$ cat src/sv/ppce_pkg.sv
package ppce_pkg;

    localparam int SLOTS   = 8;
    localparam int CITY_W  = 3;
    localparam int COUNT_W = 4;
    localparam int DIST_W  = 16;
    localparam int TOTAL_W = 19;
    localparam int PATH_W  = SLOTS * CITY_W;
    localparam int CMD_W   = 2;

    localparam logic [CMD_W-1:0] CMD_WRITE   = 2'd0;
    localparam logic [CMD_W-1:0] CMD_RESTART = 2'd1;
    localparam logic [CMD_W-1:0] CMD_NEXT    = 2'd2;

    localparam logic [COUNT_W-1:0] COUNT_RESET = 4'd3;

    typedef logic [CITY_W-1:0] t_city;
    typedef t_city [SLOTS-1:0] t_order;

endpackage

$ cat src/sv/permutation_path_cost_enumerator_unit.sv
// Steps through every ordering of the first city_count cities in lexicographic
// order and reports, for each one, the open path cost read from a distance table
// held in a single-port memory. A distance write or a restart keeps busy low.
// A next request updates the ordering in the cycle it is accepted, then reads
// one table entry per cycle for each of the city_count-1 legs while busy is high.
// The result is a transfer that lasts exactly one cycle with o_valid high, in
// the cycle busy falls; the receiver cannot stall it. The first next request
// after reset or a restart returns the identity ordering, and the request after
// the final ordering wraps to it.
module permutation_path_cost_enumerator_unit
    import ppce_pkg::*;
#(
    parameter int MAX_CITIES = 8
) (
    input  logic                i_clk,
    input  logic                i_rst_n,
    input  logic                start,
    output logic                busy,
    input  logic [CMD_W-1:0]    i_cmd,
    input  logic [CITY_W-1:0]   i_from_city,
    input  logic [CITY_W-1:0]   i_to_city,
    input  logic [DIST_W-1:0]   i_distance,
    input  logic                i_cfg_we,
    input  logic [COUNT_W-1:0]  i_cfg_wdata,
    output logic                o_valid,
    output logic [PATH_W-1:0]   o_path,
    output logic [TOTAL_W-1:0]  o_total_distance,
    output logic                o_last_path
);

    localparam int DEPTH = MAX_CITIES * MAX_CITIES;
    localparam int AW    = $clog2(DEPTH);

    logic [DIST_W-1:0] mem [DEPTH];

    logic [COUNT_W-1:0] r_city_count;
    t_order             r_order, n_order;
    logic               r_fresh;
    logic               r_busy;
    logic [COUNT_W-1:0] r_n;
    logic [COUNT_W-1:0] r_step;
    logic               r_rdv;
    logic [DIST_W-1:0]  r_rdata;
    logic [TOTAL_W-1:0] r_acc;
    logic               r_valid;
    logic [PATH_W-1:0]  r_path;
    logic [TOTAL_W-1:0] r_total;
    logic               r_last;

    logic               accept;
    logic [COUNT_W-1:0] act_n;
    logic               wr_en;
    logic [AW-1:0]      wr_addr;
    logic               rd_en;
    logic [AW-1:0]      rd_addr;
    logic [TOTAL_W-1:0] sum;
    logic [PATH_W-1:0]  packed_path;

    function automatic logic [AW-1:0] f_addr(input t_city p, input t_city c);
        return AW'(int'(p) * MAX_CITIES + int'(c));
    endfunction

    function automatic t_order f_identity();
        t_order o;
        for (int k = 0; k < SLOTS; k++) begin
            o[k] = CITY_W'(k);
        end
        return o;
    endfunction

    function automatic logic f_desc(input t_order o, input logic [COUNT_W-1:0] n);
        logic d;
        d = 1'b1;
        for (int k = 0; k < SLOTS - 1; k++) begin
            if (COUNT_W'(k + 1) < n && o[k] < o[k+1]) begin
                d = 1'b0;
            end
        end
        return d;
    endfunction

    function automatic t_order f_advance(input t_order o, input logic [COUNT_W-1:0] n);
        t_order             r;
        t_order             s;
        logic               desc;
        t_city              piv;
        t_city              sw;
        t_city              tmp;
        logic [COUNT_W-1:0] src;
        desc = 1'b1;
        piv  = '0;
        sw   = '0;
        for (int k = 0; k < SLOTS - 1; k++) begin
            if (COUNT_W'(k + 1) < n && o[k] < o[k+1]) begin
                desc = 1'b0;
                piv  = CITY_W'(k);
            end
        end
        for (int k = 0; k < SLOTS; k++) begin
            if (COUNT_W'(k) < n && CITY_W'(k) > piv && o[k] > o[piv]) begin
                sw = CITY_W'(k);
            end
        end
        r       = o;
        tmp     = r[piv];
        r[piv]  = r[sw];
        r[sw]   = tmp;
        s       = r;
        for (int p = 0; p < SLOTS; p++) begin
            src = {1'b0, piv} + n - COUNT_W'(p);
            if (CITY_W'(p) > piv && COUNT_W'(p) < n) begin
                r[p] = s[src[CITY_W-1:0]];
            end
        end
        if (desc) begin
            r = f_identity();
        end
        return r;
    endfunction

    assign accept = start && !r_busy;

    always_comb begin
        act_n = r_city_count;
        if (act_n < 4'd2) begin
            act_n = 4'd2;
        end
        if (act_n > COUNT_W'(MAX_CITIES)) begin
            act_n = COUNT_W'(MAX_CITIES);
        end
    end

    assign n_order = r_fresh ? r_order : f_advance(r_order, act_n);

    assign wr_en   = accept && i_cmd == CMD_WRITE
                     && int'(i_from_city) < MAX_CITIES && int'(i_to_city) < MAX_CITIES;
    assign wr_addr = f_addr(i_from_city, i_to_city);

    assign rd_en   = r_busy && r_step < r_n;
    assign rd_addr = f_addr(r_order[r_step[CITY_W-1:0] - 3'd1], r_order[r_step[CITY_W-1:0]]);

    assign sum = r_acc + TOTAL_W'(r_rdata);

    always_comb begin
        for (int k = 0; k < SLOTS; k++) begin
            packed_path[k*CITY_W +: CITY_W] = (COUNT_W'(k) < r_n) ? r_order[k] : '0;
        end
    end

    always_ff @(posedge i_clk) begin
        if (wr_en) begin
            mem[wr_addr] <= i_distance;
        end
        if (rd_en) begin
            r_rdata <= mem[rd_addr];
        end
    end

    always_ff @(posedge i_clk) begin
        if (!i_rst_n) begin
            r_city_count <= COUNT_RESET;
            r_order      <= f_identity();
            r_fresh      <= 1'b1;
            r_busy       <= 1'b0;
            r_n          <= 4'd2;
            r_step       <= '0;
            r_rdv        <= 1'b0;
            r_acc        <= '0;
            r_valid      <= 1'b0;
        end else begin
            r_valid <= 1'b0;
            r_rdv   <= rd_en;
            if (i_cfg_we) begin
                r_city_count <= i_cfg_wdata;
            end
            if (accept && i_cmd == CMD_RESTART) begin
                r_order <= f_identity();
                r_fresh <= 1'b1;
            end
            if (accept && i_cmd == CMD_NEXT) begin
                r_order <= n_order;
                r_fresh <= 1'b0;
                r_busy  <= 1'b1;
                r_n     <= act_n;
                r_step  <= 4'd1;
                r_acc   <= '0;
            end
            if (rd_en) begin
                r_step <= r_step + 4'd1;
            end
            if (r_rdv) begin
                r_acc <= sum;
            end
            if (r_busy && r_step == r_n && r_rdv) begin
                r_busy  <= 1'b0;
                r_valid <= 1'b1;
            end
        end
    end

    always_ff @(posedge i_clk) begin
        if (r_busy && r_step == r_n && r_rdv) begin
            r_path  <= packed_path;
            r_total <= sum;
            r_last  <= f_desc(r_order, r_n);
        end
    end

    assign busy             = r_busy;
    assign o_valid          = r_valid;
    assign o_path           = r_path;
    assign o_total_distance = r_total;
    assign o_last_path      = r_last;

endmodule

$ cat config.mk
export PLATFORM = sky130hd
export DESIGN_NAME = permutation_path_cost_enumerator_unit
export DESIGN_NICKNAME = d
export VERILOG_FILES = /design/src/sv/ppce_pkg.sv /design/src/sv/permutation_path_cost_enumerator_unit.sv
export SDC_FILE = /design/constraint.sdc
export NUM_CORES = 1
export LEC_CHECK = 0
export ABC_CLOCK_PERIOD_IN_PS = 5800
export BUFFER_PORTS_ARGS = -buffer_cell sky130_fd_sc_hd__buf_2
export CAP_MARGIN = 10
export CORE_MARGIN = 2
export CORE_UTILIZATION = 25
export DETAILED_ROUTE_END_ITERATION = 16
export GPL_TIMING_DRIVEN = 0
export HOLD_SLACK_MARGIN = 0.12
export SETUP_SLACK_MARGIN = 0.5
export SYNTH_ARGS = -nofsm -noshare
export SYNTH_HDL_FRONTEND = slang
export SYNTH_SLANG_ARGS = --single-unit
$ cat constraint.sdc
create_clock -name i_clk -period 5.8 [get_ports i_clk]
set_clock_uncertainty 0.15 [all_clocks]
set_input_delay 0.58 -clock i_clk [delete_from_list [all_inputs] [get_ports i_clk]]
set_output_delay 0.58 -clock i_clk [all_outputs]
set_load 0.03 [all_outputs]
---- Word-level counts from Yosys, hierarchy flattened ----
Memories as Yosys holds them, arrays and structs flattened. A register that Yosys moved wholly into a read port is not among the register bits.
Index checks and enable logic that the tools add are counted.
word-level totals
  bits in registers ....................... 103
  word-level logic and storage cells ...... 220
  memory bits (writable) .................. 1024
  bits in read-only memories .............. 0
  memories kept ........................... 1
  latch bits .............................. 0
memory list
  name  depth  bits a word  read ports  clocked after memory_dff  write ports  RTL line                                     source
  mem   64     16           1           1                         1            permutation_path_cost_enumerator_unit.sv:34  logic [DIST_W-1:0] mem [DEPTH];
cells by class
  $add $sub $neg .......................... 13
  magnitude comparators ................... 55
  mux-type cells .......................... 74
  eq/ne operators ......................... 4
  multiply operators ...................... 0
  divide/modulo/power cells ............... 0
  bitwise operators ....................... 1
  shift-type cells ........................ 0
  reduce and logical (&&, ||, !) cells .... 46
operator list
  kind                                                  count
  binary-select mux 3 bit (select 3 bit)                12
  two-way mux 3 bit                                     33
  two-way mux 24 bit                                    4
  bitwise mux 24 bit                                    2
  < comparator 3 x 4 -> 1 bit (second input constant)   12
  logical AND 1 bit                                     38
  two-way mux 19 bit                                    2
  < comparator 3 x 4 -> 1 bit (first input constant)    8
  > comparator 3 bit                                    7
  < comparator 3 bit                                    7
  adder 19 x 16 -> 19 bit                               1
  demux 3 bit (select 3 bit)                            2
  < comparator 1 x 4 -> 1 bit (first input constant)    4
  < comparator 2 x 4 -> 1 bit (first input constant)    4
  two-way mux 4 bit                                     4
  two-way mux 1 bit                                     15
  adder 6 x 3 -> 6 bit                                  2
  > comparator 3 bit (first input constant)             4
  subtractor 3 bit (second input constant)              4
  >= comparator 3 x 1 -> 1 bit (second input constant)  2
  > comparator 1 x 3 -> 1 bit (first input constant)    2
  > comparator 2 x 3 -> 1 bit (first input constant)    2
  nonzero test 2 bit                                    3
  OR reduction 6 bit                                    1
  16 further kinds                                      18

---- Logic depth before layout (Yosys ltp) ----
  depth in word-level cells ............... 34
  gate-level depth with buffers ........... 28
  gate-level depth less buffers ........... 27

---- Worst setup path after synthesis ----
OpenSTA, ideal clock, no wires.
  path kind ............................... reg2reg
  start point ............................. reg r_order[11] (netlist bit)
  end point ............................... reg r_order[21] (netlist bit)
  clock period less this slack ............ 5950 ps
  library setup time ...................... 121 ps
  arrival time ............................ 5680 ps
  cell stages (with the launch flop) ...... 25
  setup slack ............................. -150 ps
  buffers on the path ..................... 0
  data required time ...................... 5529 ps
  cell sequence ........................... dfxtp_1 inv_1 ha_1 a21o_1 a311oi_2 nor3_1 a21o_2 nand2_1 clkinv_1 nand2_1 o21ai_0 a22oi_1 nand2_1 ha_1 o21ai_0 a211oi_1 a32oi_1 a221o_1 nand4_1 nor2_1 a2111oi_4 o21ai_1 mux4_2 o32ai_1 nor2_1
between the ends
  cells in the longest elaborated chain, start to end .. 29
RTL lines
  element                                  RTL line                                                                                    source
  from (decl)                              permutation_path_cost_enumerator_unit.sv:37                                                 t_order r_order, n_order;
  from (signal assigned)                   permutation_path_cost_enumerator_unit.sv:162                                                r_order <= f_identity();
  from (signal assigned)                   permutation_path_cost_enumerator_unit.sv:177                                                r_order <= f_identity();
  from (signal assigned)                   permutation_path_cost_enumerator_unit.sv:181                                                r_order <= n_order;
  < comparator 3 bit                       permutation_path_cost_enumerator_unit.sv:94                                                 if (COUNT_W'(k + 1) < n && o[k] < o[k+1]) begin
  logical AND 1 bit                        permutation_path_cost_enumerator_unit.sv:94
  two-way mux 3 bit (5 in series)          permutation_path_cost_enumerator_unit.sv:94
  binary-select mux 3 bit (select 3 bit)   permutation_path_cost_enumerator_unit.sv:100, permutation_path_cost_enumerator_unit.sv:105
  two-way mux 3 bit (implied by the code)  permutation_path_cost_enumerator_unit.sv:100, permutation_path_cost_enumerator_unit.sv:105
  > comparator 3 bit                       permutation_path_cost_enumerator_unit.sv:100                                                if (COUNT_W'(k) < n && CITY_W'(k) > piv && o[k] > o[piv]) begin
  logical AND 1 bit                        permutation_path_cost_enumerator_unit.sv:100
  two-way mux 1 bit                        permutation_path_cost_enumerator_unit.sv:100
  [... 9 more ...]                         --
  demux 3 bit (select 3 bit)               permutation_path_cost_enumerator_unit.sv:107                                                r[sw] = tmp;
  bitwise mux 24 bit                       permutation_path_cost_enumerator_unit.sv:107
  binary-select mux 3 bit (select 3 bit)   permutation_path_cost_enumerator_unit.sv:112                                                r[p] = s[src[CITY_W-1:0]];
  two-way mux 3 bit (implied by the code)  permutation_path_cost_enumerator_unit.sv:112
  two-way mux 3 bit                        permutation_path_cost_enumerator_unit.sv:111                                                if (CITY_W'(p) > piv && COUNT_W'(p) < n) begin
  two-way mux 24 bit (*)                   permutation_path_cost_enumerator_unit.sv:115                                                if (desc) begin
  two-way mux 24 bit (*)                   permutation_path_cost_enumerator_unit.sv:133                                                assign n_order = r_fresh ? r_order : f_advance(r_order, act_n);
  two-way mux 24 bit (*)                   permutation_path_cost_enumerator_unit.sv:180                                                if (accept && i_cmd == CMD_NEXT) begin
Every way passes the cells marked *; elsewhere a longest branch is shown, timed or not. The select of a mux whose other input is x is not followed.
A chain may end at the register's enable or synchronous reset.

---- Worst setup path in the final report ----
  start point ............................. reg r_order[14] (netlist bit)
  end point ............................... reg r_order[19] (netlist bit)
between the ends
  cells in the longest elaborated chain, start to end .. 28
RTL lines
  element                                  RTL line
  < comparator 3 bit                       permutation_path_cost_enumerator_unit.sv:94
  logical AND 1 bit                        permutation_path_cost_enumerator_unit.sv:94
  two-way mux 3 bit (4 in series)          permutation_path_cost_enumerator_unit.sv:94
  binary-select mux 3 bit (select 3 bit)   permutation_path_cost_enumerator_unit.sv:100, permutation_path_cost_enumerator_unit.sv:105
  two-way mux 3 bit (implied by the code)  permutation_path_cost_enumerator_unit.sv:100, permutation_path_cost_enumerator_unit.sv:105
  > comparator 3 bit                       permutation_path_cost_enumerator_unit.sv:100
  logical AND 1 bit                        permutation_path_cost_enumerator_unit.sv:100
  two-way mux 1 bit                        permutation_path_cost_enumerator_unit.sv:100
  [... 9 more ...]                         --
  demux 3 bit (select 3 bit)               permutation_path_cost_enumerator_unit.sv:107
  bitwise mux 24 bit                       permutation_path_cost_enumerator_unit.sv:107
  binary-select mux 3 bit (select 3 bit)   permutation_path_cost_enumerator_unit.sv:112
  two-way mux 3 bit (implied by the code)  permutation_path_cost_enumerator_unit.sv:112
  two-way mux 3 bit                        permutation_path_cost_enumerator_unit.sv:111
  two-way mux 24 bit (*)                   permutation_path_cost_enumerator_unit.sv:115
  two-way mux 24 bit (*)                   permutation_path_cost_enumerator_unit.sv:133
  two-way mux 24 bit (*)                   permutation_path_cost_enumerator_unit.sv:180
Marked as above.

==> impl_metrics.tcl <==
set metrics [dict create \
    crit_start "r_order[14]" \
    timing.fmax_mhz 168.7 \
    grt_pass1_wl_um 239000 \
    finalWirelength_um 167000 \
    tightest_slew_ns 1.124 \
    synthFlopType "edfxtp_1" \
    hold_path.class "input port to flip-flop" \
    dp.cells 6725 \
    cts_tree "built" \
    dpl_worst_slack_ns -1.818 \
    vdd_drop_max_v 0.0002606 \
    drc_errors 0 \
    setup_tns_ns -0.6928 \
    clockRootBuffer "clkbuf_16" \
    die_w_um 451.4 \
    setup_ws_ns -0.1287 \
    drt-initial-drc-count 4363 \
    syn_area_per_cell_um2 12.66 \
    arrival_ns 6.38 \
    syn_to_final_growth_pct 21.15 \
    period_share_pct 102.2 \
    final-setup-viol-count 12 \
    grt_max_degree 65 \
    cpMaxStageDelayCell "or4_4" \
    status "complete, but fails checks" \
    synth.most_common_cell "edfxtp_1" \
    power_leakage_nw 19.53 \
    track_usage_pct 15.81 \
    r2r-end "r_order[19]" \
    port_buffers 72 \
    ys_ff_latch 1143 \
    rsz0062_at_grt "true" \
    worstPathRequired_ns 6.25 \
    placementRows 164 \
    synth_cells 3952 \
    ys_seq_area_share_pct 67.42 \
    yosysWarnings 0 \
    cts.sinks 1143 \
    whs_ns 0.1920 \
    synth_top_area_share_pct 65.06 \
    maxCapViolCount 0 \
    synthTopCellsByArea "edfxtp_1 (65%), a211oi_1 (5.4%), nand2_1 (4.9%)" \
    drive_gt1_share_pct 16.42 \
    r2r_cells 28 \
    endpoint_kind "flip-flop" \
    syn-cell-area_um2 50030 \
    clock_latency_ns 0.76 \
    r2r_slack_ns -0.13 \
    nNetsFinal 4415 \
    hold_viol 0 \
    final_cells 7081 \
    reg2reg_from "r_order[14]" \
    violations "setup timing" \
    p_per_area_nw_per_um2 326.6 \
    cp-endpoint "r_order[19]" \
    core_area_um2 199200 \
    cts_inserted_buffers 113 \
    synth.distinct_cells 97 \
    wl_per_cell_um 23.58 \
    die_h_um 451.4 \
    dr.pass1.iters 6 \
    antenna_found_initial 17 \
    async_reset_ff_share_pct 0 \
    path_common_cell "nand2_4" \
    startpoint_type "flip-flop" \
    slew_headroom_pct 25.10 \
    slew_viol_final 0 \
    critPathKind "flip-flop to flip-flop" \
    p_total_mw 19.80 \
    antenna_left 0 \
    yosysTopAreaCell "edfxtp_1" \
    dieArea_um2 203700 \
    vias 35800 \
    ys_top_cells_by_count "edfxtp_1 (1084), nand2_1 (649), a211oi_1 (363), clkbuf_1 (249), and2_1 (242)" \
    grt-ovfl-total 0 \
    gp_congestion 0.9708 \
    via_per_inst 5.056 \
    worstPathMaxFanout 6 \
    cts_buffer_depth 3 \
    synth_edf_count 1084 \
    start_util_pct 25.11 \
    critical_path.max_stage_delay_ns 0.42 \
    io_pins 78 \
    dp_hpwl_um 113600 \
    grt_pass1_vias 34570 \
    path_clk_slew_ns 0.07 \
    synth_nets 4040 \
    period_needed_ns 5.929 \
    htreeDepth 3 \
]
power breakdown:
part	leakage (nW)	switching (mW)	internal [mW]
combinational	7.55	2.38	1.14
clock	1.74	3.27	3.94
sequential	10.2	0.0184	9.05
total	19.5	5.67	14.1
what timing repair did:
item	in CTS	in global routing
setup buffers	97	21
pin swaps	74	47
hold buffers	12	0
gates cloned	1	0
setup endpoints to repair	40	40
endpoints found under the hold margin	5	0
gates resized for setup	249	104
layout by cell type (no fill, tap or decap), types with 13 or more instances in the layout:
master / count
nand3_1: 34
buf_6: 42
ha_1: 45
a311oi_1: 128
nor2b_1: 13
clkbuf_2: 41
a211oi_1: 349
o211ai_1: 18
o21ai_0: 43
a211o_1: 21
a31oi_1: 148
a21oi_1: 153
nor2_2: 22
xnor2_1: 19
buf_2: 71
clkinv_2: 21
clkbuf_1: 224
mux4_2: 15
nor2_1: 197
nand2_1: 636
and2_1: 241
nor3_1: 18
dfxtp_1: 47
buf_4: 132
mux2i_1: 14
clkbuf_16: 114
clkinv_1: 30
and2_0: 21
a21oi_2: 25
inv_1: 36
edfxtp_1: 1084
metal layers:
| layer | GRT usage, % | vias up | wire [um] | part of all wire, % |
|---|---|---|---|---|
| met5 | 0 | - | 210 | 0.13 |
| met4 | 6.579 | 8 | 7598 | 4.6 |
| met3 | 3.308 | 357 | 14210 | 8.5 |
| met2 | 24.72 | 1656 | 75290 | 45 |
| met1 | 21.24 | 17870 | 69650 | 42 |
| li1 | - | 15910 | - | - |
flip-flops by register name, indices dropped and copies added (netlist names), 4 cells and up:
register          flops
r_order              24
mem                1024
r_acc                19
r_step                4
o_path               24
r_n                   4
r_city_count          4
o_total_distance     19
r_rdata              16
worst min-delay path by stage:
| stage | startpoint | end | cells after the start |
|---|---|---|---|
| after floorplan | r_step[3] | r_step[3] | 2 |
| after global placement | r_step[3] | r_step[3] | 2 |
| after detailed placement | r_step[3] | r_step[3] | 2 |
| after CTS | i_rst_n | r_acc[16] | 3 |
| after global routing | i_distance[15] | mem[7][15] | 1 |
| final | i_rst_n | r_acc[16] | 3 |
cell type report:
type / instances / area (um2)
buffer: 273 / 1147
inverter: 50 / 239.0
timing repair inverter: 1 / 8.758
multi-input combinational: 2486 / 16350
sequential: 1143 / 33770
fill: 19950 / 138600
clock buffer: 135 / 2932
tap: 2656 / 3323
antenna: 4 / 10.01
clock inverter: 74 / 660.6
timing repair buffer: 259 / 2170
logic make-up after synthesis:
group           count (synthesis)  share of synthesized area, %
simple gates                 1289                         11.83
flops                        1143                         67.42
compound gates               1077                         15.25
buf+inv                       323                         2.461
fa+ha+maj                      57                         1.450
mux                            39                         1.170
xor+xnor                       24                        0.4201
critical path: cells and delay by family (launching register included):
kind                     cells  cell delay, ns
multiplexers                 1            0.28
AND/OR/NAND/NOR              8            1.37
flip-flops                   1            0.41
adder cells (fa/ha/maj)      2            0.58
AO/OA/AOI/OAI               11            2.11
buffers and inverters        6            0.88
through the flow:
stage / utilization (%) / instance area, um2
2_1_floorplan: - / 50180
3_3_place_gp: 27.04 / 53870
3_5_place_dp: 27.33 / 54460
4_1_cts: 30.09 / 59950
5_1_grt: 30.42 / 60620
6_report: 30.42 / 60620
Note: power is estimated with default switching activity, not from simulation.
